### config.mk
export PLATFORM = sky130hd
export DESIGN_NAME = text_encoding_guesser_flat
export DESIGN_NICKNAME = d
export VERILOG_FILES = /design/src/sv/teg_pkg.sv /design/src/sv/teg_if.sv /design/src/sv/teg_scan.sv /design/src/sv/teg_classify.sv /design/src/sv/text_encoding_guesser.sv /design/src/flat_wrapper.sv
export SDC_FILE = /design/constraint.sdc
export NUM_CORES = 1
export LEC_CHECK = 0
export ABC_AREA = 1
export BUFFER_PORTS_ARGS = -buffer_cell sky130_fd_sc_hd__buf_2
export CORE_ASPECT_RATIO = 1.5
export CORE_UTILIZATION = 35
export CTS_BUF_LIST = sky130_fd_sc_hd__clkbuf_16
export CTS_CLUSTER_DIAMETER = 40
export DETAILED_ROUTE_END_ITERATION = 12
export GPL_ROUTABILITY_DRIVEN = 0
export PLACE_DENSITY = 0.62
export SLEW_MARGIN = 30
export SYNTH_ARGS = -nofsm -noshare
export SYNTH_HDL_FRONTEND = slang
export SYNTH_SLANG_ARGS = --single-unit
export TNS_END_PERCENT = 5
### constraint.sdc
create_clock -name clk -period 2.7 [get_ports clk]
set_input_delay 0.135 -clock clk [delete_from_list [all_inputs] [get_ports clk]]
set_output_delay 0.135 -clock clk [all_outputs]
set_load 0.02 [all_outputs]
### src/sv/teg_pkg.sv
// Shared types, class codes and the code page table for the text encoding guesser.
// No dependencies; every other file refers to it by scoped names.
package teg_pkg;

  localparam int unsigned HeadLen = 6;

  typedef logic [3:0]  class_t;
  typedef logic [15:0] page_t;
  typedef logic [HeadLen-1:0][7:0] head_t;

  localparam class_t ClsAnsi      = 4'd0;
  localparam class_t ClsUtf8      = 4'd1;
  localparam class_t ClsUtf8Bom   = 4'd2;
  localparam class_t ClsUtf16LeBom = 4'd3;
  localparam class_t ClsUtf16BeBom = 4'd4;
  localparam class_t ClsUtf16Le   = 4'd5;
  localparam class_t ClsUtf16Be   = 4'd6;
  localparam class_t ClsOem850    = 4'd7;
  localparam class_t ClsLatin9    = 4'd8;

  // Scan results after the current byte, handed to the classifier.
  typedef struct packed {
    logic   decided;
    class_t verdict;
    logic   pending;
    logic   saw_multibyte;
  } scan_status_t;

  function automatic page_t page_of_class(input class_t cls);
    page_t pg;
    case (cls)
      ClsAnsi:       pg = 16'd0;
      ClsUtf8:       pg = 16'd65001;
      ClsUtf8Bom:    pg = 16'd65002;
      ClsUtf16LeBom: pg = 16'd65011;
      ClsUtf16BeBom: pg = 16'd65021;
      ClsUtf16Le:    pg = 16'd65010;
      ClsUtf16Be:    pg = 16'd65020;
      ClsOem850:     pg = 16'd850;
      ClsLatin9:     pg = 16'd28605;
      default:       pg = 16'd0;
    endcase
    return pg;
  endfunction

endpackage

### src/sv/teg_if.sv
// Valid/ready channel interfaces for the text encoding guesser.
// Depends on teg_pkg for the payload types.
interface teg_in_if;
  logic       valid;
  logic       ready;
  logic [7:0] data_byte;
  logic       end_of_text;

  modport source (output valid, output data_byte, output end_of_text, input ready);
  modport sink   (input valid, input data_byte, input end_of_text, output ready);
endinterface

interface teg_out_if;
  logic            valid;
  logic            ready;
  teg_pkg::class_t guess_class;
  teg_pkg::page_t  code_page;

  modport source (output valid, output guess_class, output code_page, input ready);
  modport sink   (input valid, input guess_class, input code_page, output ready);
endinterface

### src/sv/teg_scan.sv
// Per-stream state of the guesser: head byte buffer and the UTF-8 scan.
// Depends on teg_pkg. Shows the post-update state for the current byte.
module teg_scan (
  input  logic                  clk,
  input  logic                  rst_n,
  input  logic                  step,
  input  logic [7:0]            data_byte,
  input  logic                  end_of_text,
  output teg_pkg::head_t        head_upd,
  output teg_pkg::scan_status_t status_upd
);

  teg_pkg::head_t  head_r,    head_nxt;
  logic [2:0]      idx_r,     idx_nxt;
  logic [1:0]      pend_r,    pend_nxt;
  logic            decided_r, decided_nxt;
  teg_pkg::class_t verdict_r, verdict_nxt;
  logic            multi_r,   multi_nxt;
  logic            stopped_r, stopped_nxt;

  always_comb begin
    head_nxt    = head_r;
    idx_nxt     = idx_r;
    pend_nxt    = pend_r;
    decided_nxt = decided_r;
    verdict_nxt = verdict_r;
    multi_nxt   = multi_r;
    stopped_nxt = stopped_r;

    if (idx_r < 3'(teg_pkg::HeadLen)) begin
      for (int i = 0; i < teg_pkg::HeadLen; i++) begin
        if (idx_r == 3'(i)) head_nxt[i] = data_byte;
      end
      idx_nxt = idx_r + 3'd1;
    end

    if (!stopped_r) begin
      if (pend_r != 2'd0) begin
        if ((data_byte & 8'hC0) == 8'h80) begin
          pend_nxt = pend_r - 2'd1;
          if (pend_r == 2'd1) multi_nxt = 1'b1;
        end else begin
          decided_nxt = 1'b1;
          verdict_nxt = teg_pkg::ClsAnsi;
          stopped_nxt = 1'b1;
        end
      end else if (data_byte == 8'h00) begin
        stopped_nxt = 1'b1;
      end else if (data_byte < 8'h80) begin
        // plain ASCII: nothing to record
      end else if (data_byte >= 8'h81 && data_byte <= 8'h90) begin
        decided_nxt = 1'b1;
        verdict_nxt = teg_pkg::ClsOem850;
        stopped_nxt = 1'b1;
      end else if (data_byte == 8'hA4) begin
        decided_nxt = 1'b1;
        verdict_nxt = teg_pkg::ClsLatin9;
        stopped_nxt = 1'b1;
      end else if (data_byte < 8'hC0 || data_byte >= 8'hF8) begin
        decided_nxt = 1'b1;
        verdict_nxt = teg_pkg::ClsAnsi;
        stopped_nxt = 1'b1;
      end else if (data_byte >= 8'hF0) begin
        pend_nxt = 2'd3;
      end else if (data_byte >= 8'hE0) begin
        pend_nxt = 2'd2;
      end else begin
        pend_nxt = 2'd1;
      end
    end
  end

  assign head_upd                 = head_nxt;
  assign status_upd.decided       = decided_nxt;
  assign status_upd.verdict       = verdict_nxt;
  assign status_upd.pending       = (pend_nxt != 2'd0);
  assign status_upd.saw_multibyte = multi_nxt;

  // Reset or final byte of a stream: drop everything so the next byte starts fresh.
  always_ff @(posedge clk) begin
    if (!rst_n || (step && end_of_text)) begin
      head_r    <= '0;
      idx_r     <= '0;
      pend_r    <= '0;
      decided_r <= 1'b0;
      verdict_r <= teg_pkg::ClsAnsi;
      multi_r   <= 1'b0;
      stopped_r <= 1'b0;
    end else if (step) begin
      head_r    <= head_nxt;
      idx_r     <= idx_nxt;
      pend_r    <= pend_nxt;
      decided_r <= decided_nxt;
      verdict_r <= verdict_nxt;
      multi_r   <= multi_nxt;
      stopped_r <= stopped_nxt;
    end
  end

endmodule

### src/sv/teg_classify.sv
// Final decision: BOM and zero-pattern tests on the head bytes, then the scan verdict.
// Depends on teg_pkg. Purely combinational.
module teg_classify (
  input  teg_pkg::head_t        head,
  input  teg_pkg::scan_status_t status,
  output teg_pkg::class_t       guess_class,
  output teg_pkg::page_t        code_page
);

  teg_pkg::class_t cls;

  always_comb begin
    if (head[0] == 8'hEF && head[1] == 8'hBB && head[2] == 8'hBF) begin
      cls = teg_pkg::ClsUtf8Bom;
    end else if (head[0] == 8'hFF && head[1] == 8'hFE) begin
      cls = teg_pkg::ClsUtf16LeBom;
    end else if (head[0] == 8'hFE && head[1] == 8'hFF) begin
      cls = teg_pkg::ClsUtf16BeBom;
    end else if (head[1] == 8'h00 && head[3] == 8'h00 && head[5] == 8'h00) begin
      cls = teg_pkg::ClsUtf16Le;
    end else if (head[0] == 8'h00 && head[2] == 8'h00 && head[4] == 8'h00) begin
      cls = teg_pkg::ClsUtf16Be;
    end else if (status.decided) begin
      cls = (status.verdict <= teg_pkg::ClsLatin9) ? status.verdict : teg_pkg::ClsAnsi;
    end else if (status.pending) begin
      // stream ended inside a sequence
      cls = teg_pkg::ClsAnsi;
    end else if (status.saw_multibyte) begin
      cls = teg_pkg::ClsUtf8;
    end else begin
      cls = teg_pkg::ClsAnsi;
    end
  end

  assign guess_class = cls;
  assign code_page   = teg_pkg::page_of_class(cls);

endmodule

### src/sv/text_encoding_guesser.sv
// Top level of the text encoding guesser: input register, scan state, result register.
// Depends on teg_pkg, teg_if, teg_scan and teg_classify.
//
// Feed a text stream one byte per transaction on in_ch and mark the last byte with
// end_of_text; exactly one transaction on out_ch follows, carrying the guessed class
// and its code page. Bytes without end_of_text produce nothing. The block takes one
// byte per cycle unless a final byte waits for out_ch: a byte passes the input
// register, then the scan update and final decision combinationally; a final byte's
// result is registered and drives out_ch. A result held by a stalled out_ch holds
// the next final byte; later bytes wait. State clears after each final byte.
module text_encoding_guesser (
  input  logic       clk,
  input  logic       rst_n,
  teg_in_if.sink     in_ch,
  teg_out_if.source  out_ch
);

  logic       in_valid_r;
  logic [7:0] in_byte_r;
  logic       in_eot_r;

  logic            out_valid_r;
  teg_pkg::class_t out_class_r;
  teg_pkg::page_t  out_page_r;

  logic out_free;
  logic step;

  teg_pkg::head_t        head_upd;
  teg_pkg::scan_status_t status_upd;
  teg_pkg::class_t       cls;
  teg_pkg::page_t        page;

  assign out_free    = !out_valid_r || out_ch.ready;
  assign step        = in_valid_r && (!in_eot_r || out_free);
  assign in_ch.ready = !in_valid_r || step;

  always_ff @(posedge clk) begin
    if (!rst_n) begin
      in_valid_r <= 1'b0;
    end else if (in_ch.ready) begin
      in_valid_r <= in_ch.valid;
    end
  end

  always_ff @(posedge clk) begin
    if (in_ch.ready && in_ch.valid) begin
      in_byte_r <= in_ch.data_byte;
      in_eot_r  <= in_ch.end_of_text;
    end
  end

  teg_scan u_scan (
    .clk         (clk),
    .rst_n       (rst_n),
    .step        (step),
    .data_byte   (in_byte_r),
    .end_of_text (in_eot_r),
    .head_upd    (head_upd),
    .status_upd  (status_upd)
  );

  teg_classify u_classify (
    .head        (head_upd),
    .status      (status_upd),
    .guess_class (cls),
    .code_page   (page)
  );

  always_ff @(posedge clk) begin
    if (!rst_n) begin
      out_valid_r <= 1'b0;
    end else if (step && in_eot_r) begin
      out_valid_r <= 1'b1;
    end else if (out_ch.ready) begin
      out_valid_r <= 1'b0;
    end
  end

  always_ff @(posedge clk) begin
    if (step && in_eot_r) begin
      out_class_r <= cls;
      out_page_r  <= page;
    end
  end

  assign out_ch.valid       = out_valid_r;
  assign out_ch.guess_class = out_class_r;
  assign out_ch.code_page   = out_page_r;

endmodule
### src/flat_wrapper.sv
// flat-port wrapper written by rule: the top's interface ports become plain ports
module text_encoding_guesser_flat 
  (clk, rst_n, in_ch_valid, in_ch_data_byte, in_ch_end_of_text, in_ch_ready, out_ch_valid, out_ch_guess_class, out_ch_code_page, out_ch_ready);
  teg_in_if in_ch_i ();
  teg_out_if out_ch_i ();
  input  logic clk;
  input  logic rst_n;
  input wire logic [$bits(in_ch_i.valid)-1:0] in_ch_valid;
  input wire logic [$bits(in_ch_i.data_byte)-1:0] in_ch_data_byte;
  input wire logic [$bits(in_ch_i.end_of_text)-1:0] in_ch_end_of_text;
  output wire logic [$bits(in_ch_i.ready)-1:0] in_ch_ready;
  output wire logic [$bits(out_ch_i.valid)-1:0] out_ch_valid;
  output wire logic [$bits(out_ch_i.guess_class)-1:0] out_ch_guess_class;
  output wire logic [$bits(out_ch_i.code_page)-1:0] out_ch_code_page;
  input wire logic [$bits(out_ch_i.ready)-1:0] out_ch_ready;
  assign in_ch_i.valid = in_ch_valid;
  assign in_ch_i.data_byte = in_ch_data_byte;
  assign in_ch_i.end_of_text = in_ch_end_of_text;
  assign in_ch_ready = in_ch_i.ready;
  assign out_ch_valid = out_ch_i.valid;
  assign out_ch_guess_class = out_ch_i.guess_class;
  assign out_ch_code_page = out_ch_i.code_page;
  assign out_ch_i.ready = out_ch_ready;
  text_encoding_guesser u_core (.clk(clk), .rst_n(rst_n), .in_ch(in_ch_i), .out_ch(out_ch_i));
endmodule
# Word level (Yosys, flattened, before mapping)
# Memories as Yosys holds them, arrays and structs flattened. A register that Yosys moved wholly into a read port is not among the register bits.
# Index checks and enable logic that the tools add are counted.
# op_classes
addsub	2
n_mul	0
div_mod_pow	0
order_cmp	9
eq_ne	15
shift	0
muxes	56
bitwise_logic	0
reduce_logical	33
# ops
cell	n
8-bit == test (second input constant)	8
4-bit two-way mux	15
8-bit zero test	7
48-bit two-way mux	1
8-bit two-way mux	6
8-bit >= comparator (second input constant)	4
1-bit two-way mux	24
2-bit two-way mux	10
8-bit less-than comparator (second input constant)	2
1-bit logical AND	12
8-bit less-or-equal comparator (second input constant)	1
3-bit by 2-bit == test with 1-bit output (second input constant)	2
3-bit == test (second input constant)	2
2-bit nonzero test	3
1-bit logical OR	5
4-bit less-or-equal comparator (second input constant)	1
1-bit zero test	4
3-bit by 1-bit adder with 3-bit output (second input constant)	1
3-bit by 1-bit == test with 1-bit output (second input constant)	1
3-bit zero test	1
3-bit less-than comparator (second input constant)	1
2-bit by 1-bit == test with 1-bit output (second input constant)	1
2-bit == test (second input constant)	1
2-bit AND reduction	1
2-bit by 1-bit subtractor with 2-bit output (second input constant)	1
# totals
reg_bits	75
latch_bits	0
mem_bits_rw	0
mem_bits_ro	256
input_bits	13
out_inout_bits	22
elab_cells	133
memories	1
# memory_table
name	depth	width	rd	rd_ports_with_merged_regs	write_ports	line	text
(no name shown)	16	16	1	1	0	teg_pkg.sv:31	case (cls)

# Longest topological paths before layout
# depth
word_depth	18
depth_mapped	21
mapped_depth_nobuf	21

# Modules after synthesis
# A second synthesis with hierarchy kept.
# hier_totals
cells_unflattened	746
area_unflattened_um2	5094.9
# by_module_without_submodules
mod	n_inst	cells_each	area_per_inst_um2	seq_area_each_um2
teg_scan	1	521	3248.1	1201.2
text_encoding_guesser	1	48	992.2	910.9
teg_classify	1	177	854.6	0.0

# Worst setup path after synthesis
# Ideal clock, no wire load.
# synth_path
kind	reg2reg
from	register u_core.u_scan.idx_r[1]
to	register u_core.out_page_r[14], in the netlist u_core.out_ch.code_page[14] (data pin)
setup_ps	255
arrival_time_ps	2352
required_ps	2445
slack_ps	94
stages_incl_launch_ff	20
path_buffers	1
synth_period_minus_slack_ps	2606
path_cell_list	dfxtp_1 > ha_1 > ha_1 > clkbuf_1 > nand2_2 > o21ai_0 > nand2_1 > nor2_1 > nand2_1 > nor2_1 > nand2_2 > nand2_1 > nand2_1 > nand2_1 > nand2_1 > inv_1 > ha_1 > nand3_1 > nand3_1 > nand2_1
# synth_via
elab_chain_len	11
word_cells_on_any_way	40
cone_classes	1 x order compare; 12 x eq/ne; 12 x mux; 15 x reduce/logical
# synth_rtl
element	line	text
from (decl)	teg_scan.sv:14	logic [2:0] idx_r, idx_nxt;
from (signal assigned)	teg_scan.sv:91	idx_r <= idx_nxt;
parallel branches: the longest is 2 deep, another holds 3-bit less-than comparator	n/a	
48-bit two-way mux (*)	teg_scan.sv:30	if (idx_r < 3'(teg_pkg::HeadLen)) begin
8-bit zero test	teg_classify.sv:21	end else if (head[0] == 8'h00 && head[2] == 8'h00 && head[4] == 8'h00) begin
1-bit logical AND (2 in series)	teg_classify.sv:21	
4-bit two-way mux	teg_classify.sv:21	
4-bit two-way mux	teg_classify.sv:19	end else if (head[1] == 8'h00 && head[3] == 8'h00 && head[5] == 8'h00) begin
4-bit two-way mux	teg_classify.sv:17	end else if (head[0] == 8'hFE && head[1] == 8'hFF) begin
4-bit two-way mux	teg_classify.sv:15	end else if (head[0] == 8'hFF && head[1] == 8'hFE) begin
4-bit two-way mux (*)	teg_classify.sv:13	if (head[0] == 8'hEF && head[1] == 8'hBB && head[2] == 8'hBF) begin
via u_core.cls[0]	text_encoding_guesser.sv:31	teg_pkg::class_t cls;
to (decl)	text_encoding_guesser.sv:24	teg_pkg::page_t out_page_r;
# Mark *: on every way through the listed nets, which the timed path passes.
# A chain may end at the register's enable or synchronous reset.

# Worst setup path in the final report
# layout_path
from	register u_core.u_scan.idx_r[1]
to	register u_core.out_page_r[4], in the netlist u_core.out_ch.code_page[4] (data pin)
# Same word-level chain as after synthesis.

==> summary by stage <==
Outcome
The run finished with clean final reports.

Setup path
The category of the worst setup path capture point is a register. The startpoint type of the worst setup path is a register. The end point of the critical path is u_core.out_ch.code_page[4]$_DFFE_PP_. The launch point of the critical path is u_core.u_scan.idx_r[1]$_SDFFE_PP0P_. The worst register-to-register path begins at u_core.u_scan.idx_r[1]$_SDFFE_PP0P_. The peak fanout along the critical path is 5.

Data on the critical path is required at its endpoint by between 2000 and 3000 ps. The endpoint identified for the worst register-to-register timing path is u_core.out_ch.code_page[4]$_DFFE_PP_. At the worst endpoint, the arrival time is 2660 ps. The worst-case register-to-register setup slack is 140 ps.

The critical path in this run is classified as reg -> reg. The worst reg2reg path depth is 20.

STA
The total of endpoints with negative setup slack in the final report is 0. The achievable frequency is 391 MHz. The total negative slack for setup checks is 0 ps.

The number of pins exceeding their max-slew limit in the final report came to 0. The share of the clock period used by the worst path is a little over nine tenths. Setup repair after global routing could not meet its margin everywhere.

For the pin with the worst max-slew slack, the measured transition is 592 ps. The hold violation count in the final report is 0. Headroom to the max-slew limit came out at 60.5%.

For the finished layout, the period the worst path requires is 2560 ps. The setup skew after layout is 7.33 ps.

Route
In the routed layout, each cell is associated on average with a via count of 4.68. The total wire length is 13.3 mm. The DRC violation count after routing is 0. Across all layers, the routed design uses 4895 vias. Before antenna repair, the detailed router went through 4 iterations. The post-detailed-route count of antenna-violating nets is 0.

The number of DRC markers in iteration 0 is 302. In the final routed layout, each cell accounts on average for approximately 13 um.

GRT
The largest net degree at the start of global routing is 45. After global routing the overflow that remains totals 0. For this run, the total global-route usage over all layers was measured as 18.6%. The number of global-route vias before repair is 4563. The global-route wire length before repair is 21.4 mm.

The initial antenna violation count is 0.

Clock network
TritonCTS built the clock tree. The maximum count of clock buffers along a single path is 2. The clock buffer count from CTS is 9.

The H-tree was split into 3 levels. The clock reaches the later pin of the worst-skew pair after 350 ps. The clock drives 85 sinks.

The clock transition at the registers of the reported paths is 60 ps. CTS placed an instance of sky130_fd_sc_hd__clkbuf_16 at the clock tree root.

Logic synthesis
The netlist uses 36 different library cells. The share of async-settable or async-resettable flops after synthesis is 0%. The dominant cell by count in the synthesized netlist is sky130_fd_sc_hd__nand2_1. By count the netlist is led by sky130_fd_sc_hd__nand2_1, sky130_fd_sc_hd__inv_1, sky130_fd_sc_hd__dfxtp_1, sky130_fd_sc_hd__nor2_1, sky130_fd_sc_hd__a21oi_1. In this run, synthesis produced a sequential element count of 85. The combined area of all synthesized cells is 5060 sq um. For this run, the number of Yosys warnings is 0. The most area-hungry cell type in the Yosys netlist is sky130_fd_sc_hd__dfxtp_1. The net count of the mapped netlist is 776. By area the synthesized netlist is led by sky130_fd_sc_hd__dfxtp_1, sky130_fd_sc_hd__nand2_1, sky130_fd_sc_hd__edfxtp_1. A synthesized cell averages 6.73 sq um. The prevailing post-synth register cell is sky130_fd_sc_hd__dfxtp_1. The area fraction of the dominant cell type after synthesis is 24.5%.

The share of synthesized area occupied by flip-flops and latches is 38.2%. Counting flops with a built-in enable in the synthesized netlist gives 23. Counting every instance in the synthesized netlist gives 752.

Power and ir drop
The power density over the cells is about 530 nW/um^2. The maximum vdd ir drop is between 0.2 and 0.3 mV. The static power due to leakage is 2.88 nW.

Final layout
The repair_antennas step left the layout with diodes totalling 0. The final net count is 872. The layout overhead on the synthesized area is 28.1%. The share of layout cells above drive strength 1 is 25.1%. The final core utilization is 46.1%.

Die
After floorplanning, the core was divided into 53 placement rows. The number of placed I/O pins is 35. The die is ~150 um tall. The starting density of the core is 36.0%. The die covers about 15000 sq um. The floorplan die width is 100 um. The area of the core region is 14100 sq um.

Hold path
The type of the tightest min-delay check is in -> reg.

Place
The half-perimeter wire length after detailed placement is 9.51 mm. Buffers placed on the I/O ports in this run total 34.

Job
Max-cap violations in this run came to 0.
cell usage in the layout, fill, tap and decap left out, types with 8 or more instances in the layout:
master | Yosys | layout
sky130_fd_sc_hd__nand2_1 | 273 | 255
sky130_fd_sc_hd__buf_4 | 7 | 74
sky130_fd_sc_hd__inv_1 | 77 | 72
sky130_fd_sc_hd__dfxtp_1 | 62 | 59
sky130_fd_sc_hd__a21oi_1 | 56 | 56
sky130_fd_sc_hd__nor2_1 | 60 | 55
sky130_fd_sc_hd__buf_2 | 2 | 34
sky130_fd_sc_hd__o21ai_0 | 40 | 33
sky130_fd_sc_hd__nand3_1 | 36 | 30
sky130_fd_sc_hd__nand2_2 | 13 | 25
sky130_fd_sc_hd__edfxtp_1 | 23 | 23
sky130_fd_sc_hd__o21ai_1 | 15 | 21
sky130_fd_sc_hd__nand2_4 | 5 | 10
sky130_fd_sc_hd__clkbuf_16 | 0 | 10
sky130_fd_sc_hd__nand3_2 | 3 | 9
sky130_fd_sc_hd__dlygate4sd3_1 | 0 | 9
sky130_fd_sc_hd__inv_2 | 7 | 8
sky130_fd_sc_hd__nand4_1 | 8 | 8
area by class of cell:
type,instances,area (sq um)
clock buffer,10,250
sequential,85,1940
inverter,85,337
clock inverter,6,36.3
multi-input combinational,549,2850
tap,192,240
fill,1469,7570
timing repair buffer,118,836
stage by stage:
step	hold WS, ps	instances	power (W)	area (sq um)	worst slack, ps
after global routing	64.0	1045	0.00365	6490	-19.5
after CTS	35.2	1035	0.00341	6180	2.12
after global placement	312	1010	0.00219	5760	-114
final	39.5	1045	0.00346	6490	141
after detailed placement	313	1010	0.00219	5760	-115
after floorplan	234	752	0.00195	5060	93.6
timing repair:
action | in CTS | in global routing
hold buffers | 9 | 0
setup buffers | 0 | 9
resized for setup | 11 | 66
pin swaps | 1 | 18
cloned | 0 | 1
endpoints found under the setup margin | 9 | 11
hold endpoints to repair | 9 | 0
registers in the layout, indices dropped and copies added (netlist names), 2 cells and up:
register and cells:
u_core.out_ch.code_page 10, u_core.u_scan.verdict_r 4, u_core.out_ch.guess_class 4, u_core.u_scan.idx_r 3, u_core.u_scan.pend_r 2, u_core.in_byte_r 8, u_core.u_scan.head_r 48
routing by layer:
| metal | GRT usage, % | vias up | wire [um] |
|---|---|---|---|
| li1 | - | 2584 | - |
| met1 | 20.4 | 2160 | 5410 |
| met2 | 32.9 | 111 | 6750 |
| met3 | 2.62 | 40 | 529 |
| met4 | 12.2 | 0 | 641 |
| met5 | 0 | - | 0 |
critical path, stage by stage (launching register included):
cell and delay, ps:
sky130_fd_sc_hd__dfxtp_4 380, sky130_fd_sc_hd__inv_6 80, sky130_fd_sc_hd__ha_4 180, sky130_fd_sc_hd__inv_2 50, sky130_fd_sc_hd__nor2_4 170, sky130_fd_sc_hd__nand2_2 100
sky130_fd_sc_hd__nand2_2 100, sky130_fd_sc_hd__nand2_1 70, sky130_fd_sc_hd__nor2_2 90, sky130_fd_sc_hd__nand2_1 80, sky130_fd_sc_hd__nor2_2 160, sky130_fd_sc_hd__nand2_4 100
sky130_fd_sc_hd__nand3_2 80, sky130_fd_sc_hd__nand2_1 60, sky130_fd_sc_hd__nand2_2 60, sky130_fd_sc_hd__nand2_2 70, sky130_fd_sc_hd__nand2_4 100, sky130_fd_sc_hd__inv_4 60
sky130_fd_sc_hd__ha_4 160, sky130_fd_sc_hd__o21ai_2 100, sky130_fd_sc_hd__nand2_1 50
logic make-up after synthesis:
| kind of cell | after synthesis | share of synthesized area, % |
|---|---|---|
| adders and majority gates | 11 | 2.72 |
| and+or+nand+nor | 414 | 35.8 |
| AOI/OAI and AO/OA | 123 | 12.8 |
| buffers and inverters | 119 | 10.6 |
| DFF | 85 | 38.2 |
power by group:
part,leakage (nW),internal (W),switching (W)
sequential,0.728,0.00138,0.0000408
clock,0.136,0.000673,0.000518
combinational,2.02,0.000338,0.000515
how the worst min path moves through the flow:
stage,start,depth (start not counted),end,slack (ps)
after floorplan,in_ch_data_byte[0],0,u_core.in_byte_r[0]$_DFFE_PP_,230
after global placement,in_ch_data_byte[1],1,u_core.in_byte_r[1]$_DFFE_PP_,310
after detailed placement,in_ch_data_byte[5],1,u_core.in_byte_r[5]$_DFFE_PP_,310
after CTS,rst_n,3,u_core.out_ch.valid$_SDFFE_PN0P_,40
after global routing,rst_n,2,u_core.in_valid_r$_SDFFE_PN0N_,60
final,rst_n,3,u_core.out_ch.valid$_SDFFE_PN0P_,40
Power figures use the tool's default switching activity.
